**src/hdl/pcf_pkg.sv**
```systemverilog
// shared constants for the peak hold color fader
package pcf_pkg;

    // default ring size
    localparam int SECTIONS_DEF = 4;

    // divider geometry: numerator, divisor and quotient widths
    localparam int NUM_W = 32;
    localparam int DEN_W = 16;
    localparam int QUO_W = NUM_W - DEN_W;

    // compass direction to ring section: north 0, south 2, east 3, west 1
    localparam logic [1:0] DIR_SEC [4] = '{2'd0, 2'd2, 2'd3, 2'd1};

    // configuration register indexes
    localparam logic [2:0] CFG_THRESHOLD  = 3'd0;
    localparam logic [2:0] CFG_FADE_TICKS = 3'd1;
    localparam logic [2:0] CFG_BASE_RED   = 3'd2;
    localparam logic [2:0] CFG_BASE_GREEN = 3'd3;
    localparam logic [2:0] CFG_BASE_BLUE  = 3'd4;

    // input kinds carried in tuser
    localparam logic OP_SAMPLE = 1'b0;
    localparam logic OP_TICK   = 1'b1;

endpackage

```
**src/hdl/pcf_div.sv**
```systemverilog
// iterative restoring divider, one quotient bit per cycle
module pcf_div (
    input  logic                          i_clk,
    input  logic                          i_rst_n,
    input  logic                          i_start,
    input  logic [pcf_pkg::NUM_W-1:0]     i_num,
    input  logic [pcf_pkg::DEN_W-1:0]     i_den,
    output logic                          o_done,
    output logic [pcf_pkg::QUO_W-1:0]     o_quo
);

    localparam int CW = $clog2(pcf_pkg::QUO_W);

    logic [pcf_pkg::DEN_W-1:0] r_rem;
    logic [pcf_pkg::QUO_W-1:0] r_quo;
    logic [CW-1:0]             r_cnt;
    logic                      r_busy;
    logic                      r_done;

    logic [pcf_pkg::DEN_W:0]   w_sh;
    logic [pcf_pkg::DEN_W:0]   w_diff;
    logic                      w_ge;

    // numerator high half is below the divisor, so the quotient fits
    assign w_sh   = {r_rem, r_quo[pcf_pkg::QUO_W-1]};
    assign w_ge   = w_sh >= {1'b0, i_den};
    assign w_diff = w_sh - {1'b0, i_den};

    always_ff @(posedge i_clk) begin
        if (!i_rst_n) begin
            r_busy <= 1'b0;
            r_done <= 1'b0;
            r_cnt  <= '0;
        end else begin
            r_done <= 1'b0;
            if (i_start) begin
                r_rem  <= i_num[pcf_pkg::NUM_W-1:pcf_pkg::QUO_W];
                r_quo  <= i_num[pcf_pkg::QUO_W-1:0];
                r_cnt  <= '0;
                r_busy <= 1'b1;
            end else if (r_busy) begin
                r_rem <= w_ge ? w_diff[pcf_pkg::DEN_W-1:0] : w_sh[pcf_pkg::DEN_W-1:0];
                r_quo <= {r_quo[pcf_pkg::QUO_W-2:0], w_ge};
                r_cnt <= r_cnt + CW'(1);
                if (r_cnt == CW'(pcf_pkg::QUO_W - 1)) begin
                    r_busy <= 1'b0;
                    r_done <= 1'b1;
                end
            end
        end
    end

    assign o_done = r_done;
    assign o_quo  = r_quo;

endmodule

```
**src/hdl/peak_hold_color_fader_top.sv**
```systemverilog
// peak hold color fader: section state, fade sequencer and stream ports
// sample: result is offered in the cycle after the word is taken; no new word is taken until it is accepted
// tick: one result per section; an idle section goes from LOAD straight to SEND, a fading section
//   runs MUL1, MUL2, DSTART and DIV per channel (red, green, blue, level) on the shared multiplier and divider
// not ready while a word is in work; config port always ready
// reset (i_rst_n low, synchronous): registers to defaults, sections white, fades stopped
module peak_hold_color_fader_top #(
    parameter int SECTIONS = pcf_pkg::SECTIONS_DEF
) (
    input  logic        i_clk,
    input  logic        i_rst_n,
    // input stream
    input  logic        i_s_axis_tvalid,
    output logic        o_s_axis_tready,
    // direction[1:0], signal_level[17:2], in_red[25:18], in_green[33:26],
    // in_blue[41:34], zero fill [47:42]
    input  logic [47:0] i_s_axis_tdata,
    // op[0]
    input  logic        i_s_axis_tuser,
    // result stream
    output logic        o_m_axis_tvalid,
    input  logic        i_m_axis_tready,
    // section[1:0], out_red[9:2], out_green[17:10], out_blue[25:18], zero fill [31:26]
    output logic [31:0] o_m_axis_tdata,
    output logic        o_m_axis_tlast,
    // configuration write
    input  logic        i_cfg_valid,
    output logic        o_cfg_ready,
    input  logic [2:0]  i_cfg_index,
    input  logic [15:0] i_cfg_data
);

    localparam int SW = (SECTIONS > 1) ? $clog2(SECTIONS) : 1;
    localparam logic [SW-1:0] LAST_SEC = SW'(SECTIONS - 1);
    localparam logic [SW-1:0] DIR_MAP [4] = '{
        SW'(int'(pcf_pkg::DIR_SEC[0]) % SECTIONS),
        SW'(int'(pcf_pkg::DIR_SEC[1]) % SECTIONS),
        SW'(int'(pcf_pkg::DIR_SEC[2]) % SECTIONS),
        SW'(int'(pcf_pkg::DIR_SEC[3]) % SECTIONS)
    };

    localparam logic [1:0] CH_RED   = 2'd0;
    localparam logic [1:0] CH_GREEN = 2'd1;
    localparam logic [1:0] CH_BLUE  = 2'd2;
    localparam logic [1:0] CH_LEVEL = 2'd3;

    typedef enum logic [2:0] {
        ST_IDLE,
        ST_LOAD,
        ST_MUL1,
        ST_MUL2,
        ST_DSTART,
        ST_DIV,
        ST_SEND
    } t_state;

    // configuration
    logic [15:0] r_thr;
    logic [15:0] r_fade_ticks;
    logic [7:0]  r_base_r;
    logic [7:0]  r_base_g;
    logic [7:0]  r_base_b;

    // section state
    logic [23:0] r_shown       [SECTIONS];
    logic [23:0] r_start_color [SECTIONS];
    logic [15:0] r_start_level [SECTIONS];
    logic [15:0] r_held        [SECTIONS];
    logic [15:0] r_elapsed     [SECTIONS];
    logic        r_active      [SECTIONS];

    // sequencer
    t_state      r_state;
    logic        r_tick;
    logic [SW-1:0] r_sec;
    logic [1:0]  r_ch;
    logic [15:0] r_e;
    logic [15:0] r_e_new;
    logic        r_fin;
    logic [31:0] r_acc;
    logic [7:0]  r_qr;
    logic [7:0]  r_qg;
    logic [31:0] r_out_data;
    logic        r_out_last;

    logic [1:0]  w_dir;
    logic [15:0] w_lvl;
    logic [23:0] w_in_color;
    logic [SW-1:0] w_ssec;
    logic        w_hit;
    logic [15:0] w_t;
    logic [15:0] w_e_inc;
    logic [15:0] w_ma;
    logic [15:0] w_mb;
    logic [15:0] w_mul_x;
    logic [15:0] w_mul_y;
    logic [31:0] w_prod;
    logic        w_div_done;
    logic [15:0] w_quo;
    logic [23:0] w_fade_color;
    logic        w_in_acc;
    logic        w_out_acc;

    assign w_dir      = i_s_axis_tdata[1:0];
    assign w_lvl      = i_s_axis_tdata[17:2];
    assign w_in_color = {i_s_axis_tdata[25:18], i_s_axis_tdata[33:26], i_s_axis_tdata[41:34]};
    assign w_ssec     = DIR_MAP[w_dir];
    assign w_hit      = (w_lvl > r_thr) && (w_lvl > r_held[w_ssec]);

    // zero fade length behaves as one tick
    assign w_t     = (r_fade_ticks == 16'd0) ? 16'd1 : r_fade_ticks;
    assign w_e_inc = (r_elapsed[r_sec] != 16'hffff) ? r_elapsed[r_sec] + 16'd1
                                                     : r_elapsed[r_sec];

    assign o_s_axis_tready = (r_state == ST_IDLE);
    assign o_m_axis_tvalid = (r_state == ST_SEND);
    assign o_m_axis_tdata  = r_out_data;
    assign o_m_axis_tlast  = r_out_last;
    assign o_cfg_ready     = 1'b1;

    assign w_in_acc  = i_s_axis_tvalid && o_s_axis_tready;
    assign w_out_acc = o_m_axis_tvalid && i_m_axis_tready;

    // blend operands: start value against baseline, level fades toward zero
    always_comb begin
        case (r_ch)
            CH_RED: begin
                w_ma = {8'd0, r_start_color[r_sec][23:16]};
                w_mb = {8'd0, r_base_r};
            end
            CH_GREEN: begin
                w_ma = {8'd0, r_start_color[r_sec][15:8]};
                w_mb = {8'd0, r_base_g};
            end
            CH_BLUE: begin
                w_ma = {8'd0, r_start_color[r_sec][7:0]};
                w_mb = {8'd0, r_base_b};
            end
            default: begin
                w_ma = r_start_level[r_sec];
                w_mb = 16'd0;
            end
        endcase
    end

    // shared multiplier: start*(t-e) first, then base*e accumulated
    assign w_mul_x = (r_state == ST_MUL1) ? w_ma : w_mb;
    assign w_mul_y = (r_state == ST_MUL1) ? (w_t - r_e) : r_e;
    assign w_prod  = 32'(w_mul_x) * 32'(w_mul_y);

    assign w_fade_color = {r_qr, r_qg, w_quo[7:0]};

    pcf_div u_div (
        .i_clk   (i_clk),
        .i_rst_n (i_rst_n),
        .i_start (r_state == ST_DSTART),
        .i_num   (r_acc),
        .i_den   (w_t),
        .o_done  (w_div_done),
        .o_quo   (w_quo)
    );

    always_ff @(posedge i_clk) begin
        if (!i_rst_n) begin
            r_thr        <= 16'd655;
            r_fade_ticks <= 16'd2000;
            r_base_r     <= 8'd255;
            r_base_g     <= 8'd255;
            r_base_b     <= 8'd255;
        end else if (i_cfg_valid && o_cfg_ready) begin
            case (i_cfg_index)
                pcf_pkg::CFG_THRESHOLD:  r_thr        <= i_cfg_data;
                pcf_pkg::CFG_FADE_TICKS: r_fade_ticks <= i_cfg_data;
                pcf_pkg::CFG_BASE_RED:   r_base_r     <= i_cfg_data[7:0];
                pcf_pkg::CFG_BASE_GREEN: r_base_g     <= i_cfg_data[7:0];
                pcf_pkg::CFG_BASE_BLUE:  r_base_b     <= i_cfg_data[7:0];
                default: ;
            endcase
        end
    end

    always_ff @(posedge i_clk) begin
        if (!i_rst_n) begin
            r_state    <= ST_IDLE;
            r_tick     <= 1'b0;
            r_sec      <= '0;
            r_ch       <= CH_RED;
            r_out_last <= 1'b0;
            for (int i = 0; i < SECTIONS; i++) begin
                r_shown[i]       <= 24'hffffff;
                r_start_color[i] <= 24'hffffff;
                r_start_level[i] <= 16'd0;
                r_held[i]        <= 16'd0;
                r_elapsed[i]     <= 16'd0;
                r_active[i]      <= 1'b0;
            end
        end else begin
            case (r_state)
                ST_IDLE: begin
                    if (w_in_acc) begin
                        if (i_s_axis_tuser == pcf_pkg::OP_TICK) begin
                            r_tick  <= 1'b1;
                            r_sec   <= '0;
                            r_state <= ST_LOAD;
                        end else begin
                            r_tick     <= 1'b0;
                            r_out_last <= 1'b1;
                            if (w_hit) begin
                                r_shown[w_ssec]       <= w_in_color;
                                r_start_color[w_ssec] <= w_in_color;
                                r_start_level[w_ssec] <= w_lvl;
                                r_elapsed[w_ssec]     <= 16'd0;
                                r_active[w_ssec]      <= 1'b1;
                                r_out_data <= {6'd0, w_in_color[7:0], w_in_color[15:8],
                                               w_in_color[23:16], 2'(w_ssec)};
                            end else begin
                                r_out_data <= {6'd0, r_shown[w_ssec][7:0],
                                               r_shown[w_ssec][15:8],
                                               r_shown[w_ssec][23:16], 2'(w_ssec)};
                            end
                            r_state <= ST_SEND;
                        end
                    end
                end
                ST_LOAD: begin
                    r_out_last <= (r_sec == LAST_SEC);
                    if (r_active[r_sec]) begin
                        r_e_new <= w_e_inc;
                        r_e     <= (w_e_inc > w_t) ? w_t : w_e_inc;
                        r_fin   <= (w_e_inc >= w_t);
                        r_ch    <= CH_RED;
                        r_state <= ST_MUL1;
                    end else begin
                        r_out_data <= {6'd0, r_shown[r_sec][7:0], r_shown[r_sec][15:8],
                                       r_shown[r_sec][23:16], 2'(r_sec)};
                        r_state    <= ST_SEND;
                    end
                end
                ST_MUL1: begin
                    r_acc   <= w_prod;
                    r_state <= ST_MUL2;
                end
                ST_MUL2: begin
                    r_acc   <= r_acc + w_prod;
                    r_state <= ST_DSTART;
                end
                ST_DSTART: begin
                    r_state <= ST_DIV;
                end
                ST_DIV: begin
                    if (w_div_done) begin
                        case (r_ch)
                            CH_RED: begin
                                r_qr    <= w_quo[7:0];
                                r_ch    <= CH_GREEN;
                                r_state <= ST_MUL1;
                            end
                            CH_GREEN: begin
                                r_qg    <= w_quo[7:0];
                                r_ch    <= CH_BLUE;
                                r_state <= ST_MUL1;
                            end
                            CH_BLUE: begin
                                r_shown[r_sec] <= w_fade_color;
                                r_out_data <= {6'd0, w_quo[7:0], r_qg, r_qr, 2'(r_sec)};
                                r_ch    <= CH_LEVEL;
                                r_state <= ST_MUL1;
                            end
                            default: begin
                                // fade finished: stop timer and drop the held level
                                if (r_fin) begin
                                    r_active[r_sec]  <= 1'b0;
                                    r_elapsed[r_sec] <= 16'd0;
                                    r_held[r_sec]    <= 16'd0;
                                end else begin
                                    r_elapsed[r_sec] <= r_e_new;
                                    r_held[r_sec]    <= w_quo;
                                end
                                r_state <= ST_SEND;
                            end
                        endcase
                    end
                end
                ST_SEND: begin
                    if (w_out_acc) begin
                        if (r_tick && (r_sec != LAST_SEC)) begin
                            r_sec   <= r_sec + SW'(1);
                            r_state <= ST_LOAD;
                        end else begin
                            r_state <= ST_IDLE;
                        end
                    end
                end
                default: r_state <= ST_IDLE;
            endcase
        end
    end

endmodule

```
**config.mk**
```make
export PLATFORM = sky130hd
export DESIGN_NAME = peak_hold_color_fader_top
export DESIGN_NICKNAME = d
export VERILOG_FILES = /design/src/hdl/pcf_pkg.sv /design/src/hdl/pcf_div.sv /design/src/hdl/peak_hold_color_fader_top.sv
export SDC_FILE = /design/constraint.sdc
export NUM_CORES = 2
export LEC_CHECK = 0
export ABC_AREA = 1
export BUFFER_PORTS_ARGS = -buffer_cell sky130_fd_sc_hd__buf_2
export CORE_MARGIN = 2
export CORE_UTILIZATION = 55
export DETAILED_ROUTE_END_ITERATION = 12
export GPL_TIMING_DRIVEN = 0
export PLACE_DENSITY = 0.72
export SYNTH_ARGS = -nofsm -noshare
export SYNTH_HDL_FRONTEND = slang
export SYNTH_SLANG_ARGS = --single-unit
```
**constraint.sdc**
```tcl
create_clock -name i_clk -period 9.3 [get_ports i_clk]
set_input_delay 0.93 -clock i_clk [delete_from_list [all_inputs] [get_ports i_clk]]
set_output_delay 0.93 -clock i_clk [all_outputs]
set_load 0.05 [all_outputs]
```
# Word level (Yosys, flattened, before mapping)
# Memories as Yosys holds them, arrays and structs flattened. A register that Yosys moved wholly into a read port is not among the register bits.
# Cells that the tools add are included.
[classes] reduce_logical=42 bitwise_logic=5 mux=111 n_lt_le_gt_ge=6 multipliers=1 n_eq_ne=26 n_addsub=6
[op_table] op="two-way mux 16 bit" count=16
[op_table] op="two-way mux 32 bit" count=5
[op_table] op="one-hot mux 32 bit (3 select lines)" count=1
[op_table] op="two-way mux 24 bit" count=3
[op_table] op="OR reduction 24 bit" count=3
[op_table] op="one-hot mux 32 bit (2 select lines)" count=1
[op_table] op="OR reduction 16 bit" count=4
[op_table] op="two-way mux 2 bit" count=27
[op_table] op="> comparator 16 bit" count=3
[op_table] op="one-hot mux 16 bit (3 select lines)" count=1
[op_table] op="two-way mux 1 bit" count=43
[op_table] op="adder 32 bit" count=1
[op_table] op="multiplier 16 x 16 -> 32 bit" count=1
[op_table] op="subtractor 16 bit" count=2
[op_table] op="two-way mux 26 bit" count=1
[op_table] op="one-hot mux 8 bit (3 select lines)" count=1
[op_table] op="one-hot mux 3 bit (7 select lines)" count=1
[op_table] op="two-way mux 3 bit" count=6
[op_table] op="greater-or-equal comparator 17 x 16 -> 1 bit" count=1
[op_table] op="adder 16 x 1 -> 16 bit, second input constant" count=1
[op_table] op="greater-or-equal comparator 16 bit" count=1
[op_table] op="zero test 16 bit" count=1
[op_table] op="inequality test 16 bit, second input constant" count=1
[op_table] op="AND reduction 2 bit" count=8
[op_table] op="other kinds (31)" count=64
[totals] input_bits=73 reg_bits=216 ram_bits=388 out_inout_bits=36 wordCells=225 n_memories=6
[mem_list] name="r_shown" depth=4 width=24 read_ports=2 rd_ports_with_merged_regs=1 wr=4 line_no="peak_hold_color_fader_top.sv:65" text="logic [23:0] r_shown [SECTIONS];"
[mem_list] name="r_start_color" depth=4 width=24 read_ports=1 rd_ports_with_merged_regs=1 wr=4 line_no="peak_hold_color_fader_top.sv:66" text="logic [23:0] r_start_color [SECTIONS];"
[mem_list] name="r_elapsed" depth=4 width=16 read_ports=1 rd_ports_with_merged_regs=1 wr=4 line_no="peak_hold_color_fader_top.sv:69" text="logic [15:0] r_elapsed [SECTIONS];"
[mem_list] name="r_held" depth=4 width=16 read_ports=1 rd_ports_with_merged_regs=0 wr=4 line_no="peak_hold_color_fader_top.sv:68" text="logic [15:0] r_held [SECTIONS];"
[mem_list] name="r_start_level" depth=4 width=16 read_ports=1 rd_ports_with_merged_regs=1 wr=4 line_no="peak_hold_color_fader_top.sv:67" text="logic [15:0] r_start_level [SECTIONS];"
[mem_list] name="r_active" depth=4 width=1 read_ports=1 rd_ports_with_merged_regs=1 wr=4 line_no="peak_hold_color_fader_top.sv:70" text="logic r_active [SECTIONS];"

# Depth between registers and ports, before layout
# An unclocked memory read counts as a cell.
[logic_depth] depth_word=16 mapped_depth=50 ltp_nobuf=50

# Hierarchy
# Synthesis repeated with hierarchy kept, for this count alone.
[unflattened] hier_cells=4750 hier_area_um2=41155.7
[by_module_without_submodules] mod="peak_hold_color_fader_top" area_each_um2=38024.0 seq_area_each_um2=16175.5 cells_per_inst=4326 instances=1
[by_module_without_submodules] mod="pcf_div" area_each_um2=3131.8 seq_area_each_um2=1081.0 cells_per_inst=424 instances=1

# Worst setup path after synthesis
# No wires, ideal clock.
[synth_timing] path_kind="register -> register" start="register r_fade_ticks[15]" end="register r_acc[31] (data pin)" path_stages_with_launch=47 slack_ns=0.706 synth_period_minus_slack_ns=8.594 t_arrival_ns=8.342 required_time_ns=9.048 setup_ns=0.252 path_buffers=1 path_cell_list="dfxtp_1 > inv_1 > nand4_1 > nor2_1 > a21oi_1 > ha_1 > inv_1 > fa_1 > nand3_1 > nand2_1 > a21o_1 > xnor2_1 > nand2_1 > o21ai_0 > inv_1 > clkbuf_1 > nand2_1 > fa_1 > [... 11 more ...] > a21oi_1 > a21boi_0 > nand2_1 > a21oi_1 > o21bai_1 > or2_2 > and2_1 > ha_1 > nand2_1 > nor2_1 > inv_1 > o21ai_0 > a21oi_1 > nand2_1 > nor2_1 > nand3b_1 > nand2_1 > nand2_1"
[synth_between] elab_chain_cells=7
[synth_lines] item="from (decl)" line_no="peak_hold_color_fader_top.sv:59" text="logic [15:0] r_fade_ticks;"
[synth_lines] item="from (signal assigned)" line_no="peak_hold_color_fader_top.sv:173" text="pcf_pkg::CFG_FADE_TICKS: r_fade_ticks <= i_cfg_data;"
[synth_lines] item="zero test 16 bit" line_no="peak_hold_color_fader_top.sv:111" text="assign w_t = (r_fade_ticks == 16'd0) ? 16'd1 : r_fade_ticks;"
[synth_lines] item="two-way mux 16 bit *" line_no="peak_hold_color_fader_top.sv:111"
[synth_lines] item="subtractor 16 bit *" line_no="peak_hold_color_fader_top.sv:148" text="assign w_mul_y = (r_state == ST_MUL1) ? (w_t - r_e) : r_e;"
[synth_lines] item="two-way mux 16 bit *" line_no="peak_hold_color_fader_top.sv:148"
[synth_lines] item="multiplier 16 x 16 -> 32 bit *" line_no="peak_hold_color_fader_top.sv:149" text="assign w_prod = 32'(w_mul_x) * 32'(w_mul_y);"
[synth_lines] item="adder 32 bit" line_no="peak_hold_color_fader_top.sv:244" text="r_acc <= r_acc + w_prod;"
[synth_lines] item="one-hot mux 32 bit (2 select lines) *" line_no="peak_hold_color_fader_top.sv:198" text="case (r_state)"
[synth_lines] item="to (signal assigned)" line_no="peak_hold_color_fader_top.sv:240" text="r_acc <= w_prod;"
[synth_lines] item="to (signal assigned)" line_no="peak_hold_color_fader_top.sv:244"
[synth_lines] item="to (decl)" line_no="peak_hold_color_fader_top.sv:80" text="logic [31:0] r_acc;"
# Every way passes the cells marked *; elsewhere a longest branch is shown, timed or not.
# A chain may end at the register's enable or synchronous reset.

# Final worst setup path
[layout_timing] start="register r_ch[0]" end="register r_acc[23] (data pin)"
[layout_between] elab_chain_cells=6 elab_cells_between_ends=9 classes_between="1 x add/sub; 1 x mul; 2 x eq/ne; 4 x mux; 1 x reduce/logical"
[layout_lines] item="from (decl)" line_no="peak_hold_color_fader_top.sv:76" text="logic [1:0] r_ch;"
[layout_lines] item="from (signal assigned)" line_no="peak_hold_color_fader_top.sv:187" text="r_ch <= CH_RED;"
[layout_lines] item="from (signal assigned)" line_no="peak_hold_color_fader_top.sv:231" text="r_ch <= CH_RED;"
[layout_lines] item="from (signal assigned)" line_no="peak_hold_color_fader_top.sv:255" text="r_ch <= CH_GREEN;"
[layout_lines] item="equality test 2 bit, or another cell as far along" line_no="peak_hold_color_fader_top.sv:126" text="case (r_ch)"
[layout_lines] item="one-hot mux 8 bit (3 select lines) or one-hot mux 16 bit (3 select lines) (tied branches)" line_no="peak_hold_color_fader_top.sv:126"
[layout_lines] item="two-way mux 16 bit *" line_no="peak_hold_color_fader_top.sv:147" text="assign w_mul_x = (r_state == ST_MUL1) ? w_ma : w_mb;"
[layout_lines] item="multiplier 16 x 16 -> 32 bit *" line_no="peak_hold_color_fader_top.sv:149"
[layout_lines] item="adder 32 bit" line_no="peak_hold_color_fader_top.sv:244"
[layout_lines] item="one-hot mux 32 bit (2 select lines) *" line_no="peak_hold_color_fader_top.sv:198"
# Marks and branches as above.

==> flow_metrics.env <==
export IMPL_status="completed"
export IMPL_crit_buf_inv=7
export IMPL_diodes=0
export IMPL_finish_instance_area_mm2=0.0453
export IMPL_clkLatencyLatePin_ns=0.63
export IMPL_yosys_warnings=0
export IMPL_max_freq_mhz=111
export IMPL_fin_crit_ns=8.98
export IMPL_hp_class="flop to flop"
export IMPL_drc=0
export IMPL_gp_congestion=1.00
export IMPL_synth_top_area_share_pct=39.0
export IMPL_fp_dieArea_mm2=0.0756
export IMPL_clock_path_buffers=3
export IMPL_clockRootBuffer="clkbuf_16"
export IMPL_start_kind="flop"
export IMPL_netlist_instances=4654
export IMPL_wirelength_mm=130
export IMPL_cp_slowest_cell="clkbuf_1"
export IMPL_holdBufCountCts=0
export IMPL_syn2layout_area_growth_pct=12.1
export IMPL_place_area_mm2=0.0423
export IMPL_grt_overflow_total=0
export IMPL_nNetsFinal=5352
export IMPL_syn_cell_area_mm2=0.0404
export IMPL_path_clk_slew_ns=0.06
export IMPL_tns_ns=0
export IMPL_finalCritPeriodShare_pct=96.6
export IMPL_worst_endpoint_required_ns=9.65
export IMPL_worstSetupEndpointType="flop"
export IMPL_crit_path_frequent_cell="fa_1"
export IMPL_num_vias=34600
export IMPL_first_global_vias=32600
export IMPL_core_mm2=0.0728
export IMPL_ys_top_cells_by_area="edfxtp_1 39%, nand2_1 10%, fa_1 9.8%"
export IMPL_setup_viol=0
export IMPL_synth_main_ff_cell="edfxtp_1"
export IMPL_worst_pin_slew_ns=1.37
export IMPL_cts_tree="yes"
export IMPL_worst_clock_skew_ns=0.0441
export IMPL_drtIter0Drc=4272
export IMPL_rrSetupSlack_ns=0.32
export IMPL_die_w_um=275
export IMPL_cts_sinks=600
export IMPL_max_cap_violations=0
export IMPL_initial_core_util_pct=55.5
export IMPL_crit_type="flop to flop"
export IMPL_io_pins=109
export IMPL_crit_path_max_fanout=10
export IMPL_grt_pass1_wl_mm=194
export IMPL_max_slew_margin_rel_pct=8.12
export IMPL_hold_viol=0
export IMPL_holdWs_ns=0.461
export IMPL_track_usage_pct=34.2
export IMPL_dr_pass1_iters=8
export IMPL_rows=99
export IMPL_max_stage_delay_ns=0.53
export IMPL_async_flop_share_pct=0
export IMPL_mostFrequentLayoutCell="nand2_1"
export IMPL_ant_nets=0
export IMPL_layout_drive_gt1_share_pct=10.7
export IMPL_syn_area_per_cell_um2=8.68
export IMPL_synth_ff_latch_count=600
export IMPL_dieHeight_um=275
export IMPL_synth_cell_types=56
export IMPL_cts_buffers=66
export IMPL_antenna_found_initial=2
export IMPL_final_cell_mix="1097 x nand2_1, 555 x inv_1, 524 x edfxtp_1"
export IMPL_htree_levels=3
export IMPL_synth_top_area_cell="edfxtp_1"
export IMPL_wl_per_cell_um=22.1
export IMPL_synth_seq_area_share_pct=42.7
export IMPL_cp_data_arrival_time_ns=9.33
export IMPL_fin_util_pct=62.2
export IMPL_synth_enable_flop_cells=524
export IMPL_portBuffers=93
export IMPL_slew_violations=0
export IMPL_place_hpwl_mm=97.9
export IMPL_vias_per_cell=5.90
export IMPL_grt_max_degree=41
export IMPL_crit_family="adder cells"
## final timing paths
check / startpoint / endpoint / cells after the start
worst max-delay path: r_ch[0] / r_acc[23] / 33
worst min-delay path: r_base_r[7] / r_base_r[7] / 2
worst max register to register: r_ch[0] / r_acc[23] / 33
worst min register to register: r_base_r[7] / r_base_r[7] / 2
## worst reg2reg max path: cells and delay by family, from the launching register on
family,cells,cell delay [ns]
adder cells (fa/ha/maj),9,3.74
AO/OA/AOI/OAI,7,1.34
flip-flops,1,0.36
buffers and inverters,7,1.55
XOR/XNOR,1,0.26
AND/OR/NAND/NOR,9,1.47
## sequential cells by signal, indices dropped and copies added (netlist names), 3 cells and up, named ones only
signal          cells
r_base_g            8
r_base_r            8
r_state             3
r_e                16
r_base_b            8
u_div.r_cnt         4
r_start_color      96
o_m_axis_tdata     26
u_div.r_rem        16
r_fade_ticks       16
r_e_new            16
r_elapsed          64
r_acc              32
r_start_level      64
r_qr                8
u_div.o_quo        16
r_thr              16
r_active            4
r_qg                8
r_shown            96
r_held             64
## synthesized netlist by cell type, types with 27 or more instances
library cell and n:
nor2_1 517, a21oi_1 223, fa_1 197, xnor2_1 35
o21ai_0 286, edfxtp_1 524, o211ai_1 38, ha_1 229
inv_1 586, o22ai_1 32, nand2_1 1123, clkbuf_1 121
nor3_1 28, buf_2 50, nand3_1 232, o21ai_1 27
xor2_1 47, dfxtp_1 76
## per-stage QoR
stage | setup slack (ns) | instances
floorplan | 0.706 | 4659
global placement | -1.09 | 5711
detailed placement | -1.15 | 5720
CTS | -0.00244 | 5842
global route | -0.0583 | 5865
finish | 0.319 | 5865
## metal layers
| metal | vias up | routed length, um | GRT usage, % |
|---|---|---|---|
| met3 | 316 | 16000 | 7.17 |
| met4 | 4 | 4960 | 12.0 |
| met5 | - | 21 | 0 |
| li1 | 15700 | - | - |
| met2 | 2101 | 57100 | 52.0 |
| met1 | 16500 | 51700 | 48.6 |
## cell type report
cell class | count | area, um^2
clock buffers | 82 | 1820
clock inverters | 39 | 404
inverters | 617 | 2380
plain buffers | 195 | 946
well taps | 959 | 1200
fillers | 6228 | 27500
multi-input cells | 3243 | 20500
repair buffers | 130 | 810
flip-flops and latches | 600 | 17300
## kinds of logic (layout without fill, tap and decap cells)
logic type	count (synthesis)	after routing	synth area share, %
compound gates	712	712	9.91
xor+xnor	82	82	1.78
fa+ha+maj	426	426	16.9
buf+inv	816	1063	7.90
flops	600	600	42.7
mux	11	11	0.273
other cells	2	7	0.0186
simple gates	2005	2005	20.6
## timing repair
item                       CTS  global route
cloned                       0             0
setup buffers                3            25
pin swaps                    2             8
setup endpoints to repair   19            19
resized for setup           75           166
Power is not shown: default switching activity piles up to over one toggle a cycle in this logic, so the estimate is an artifact.
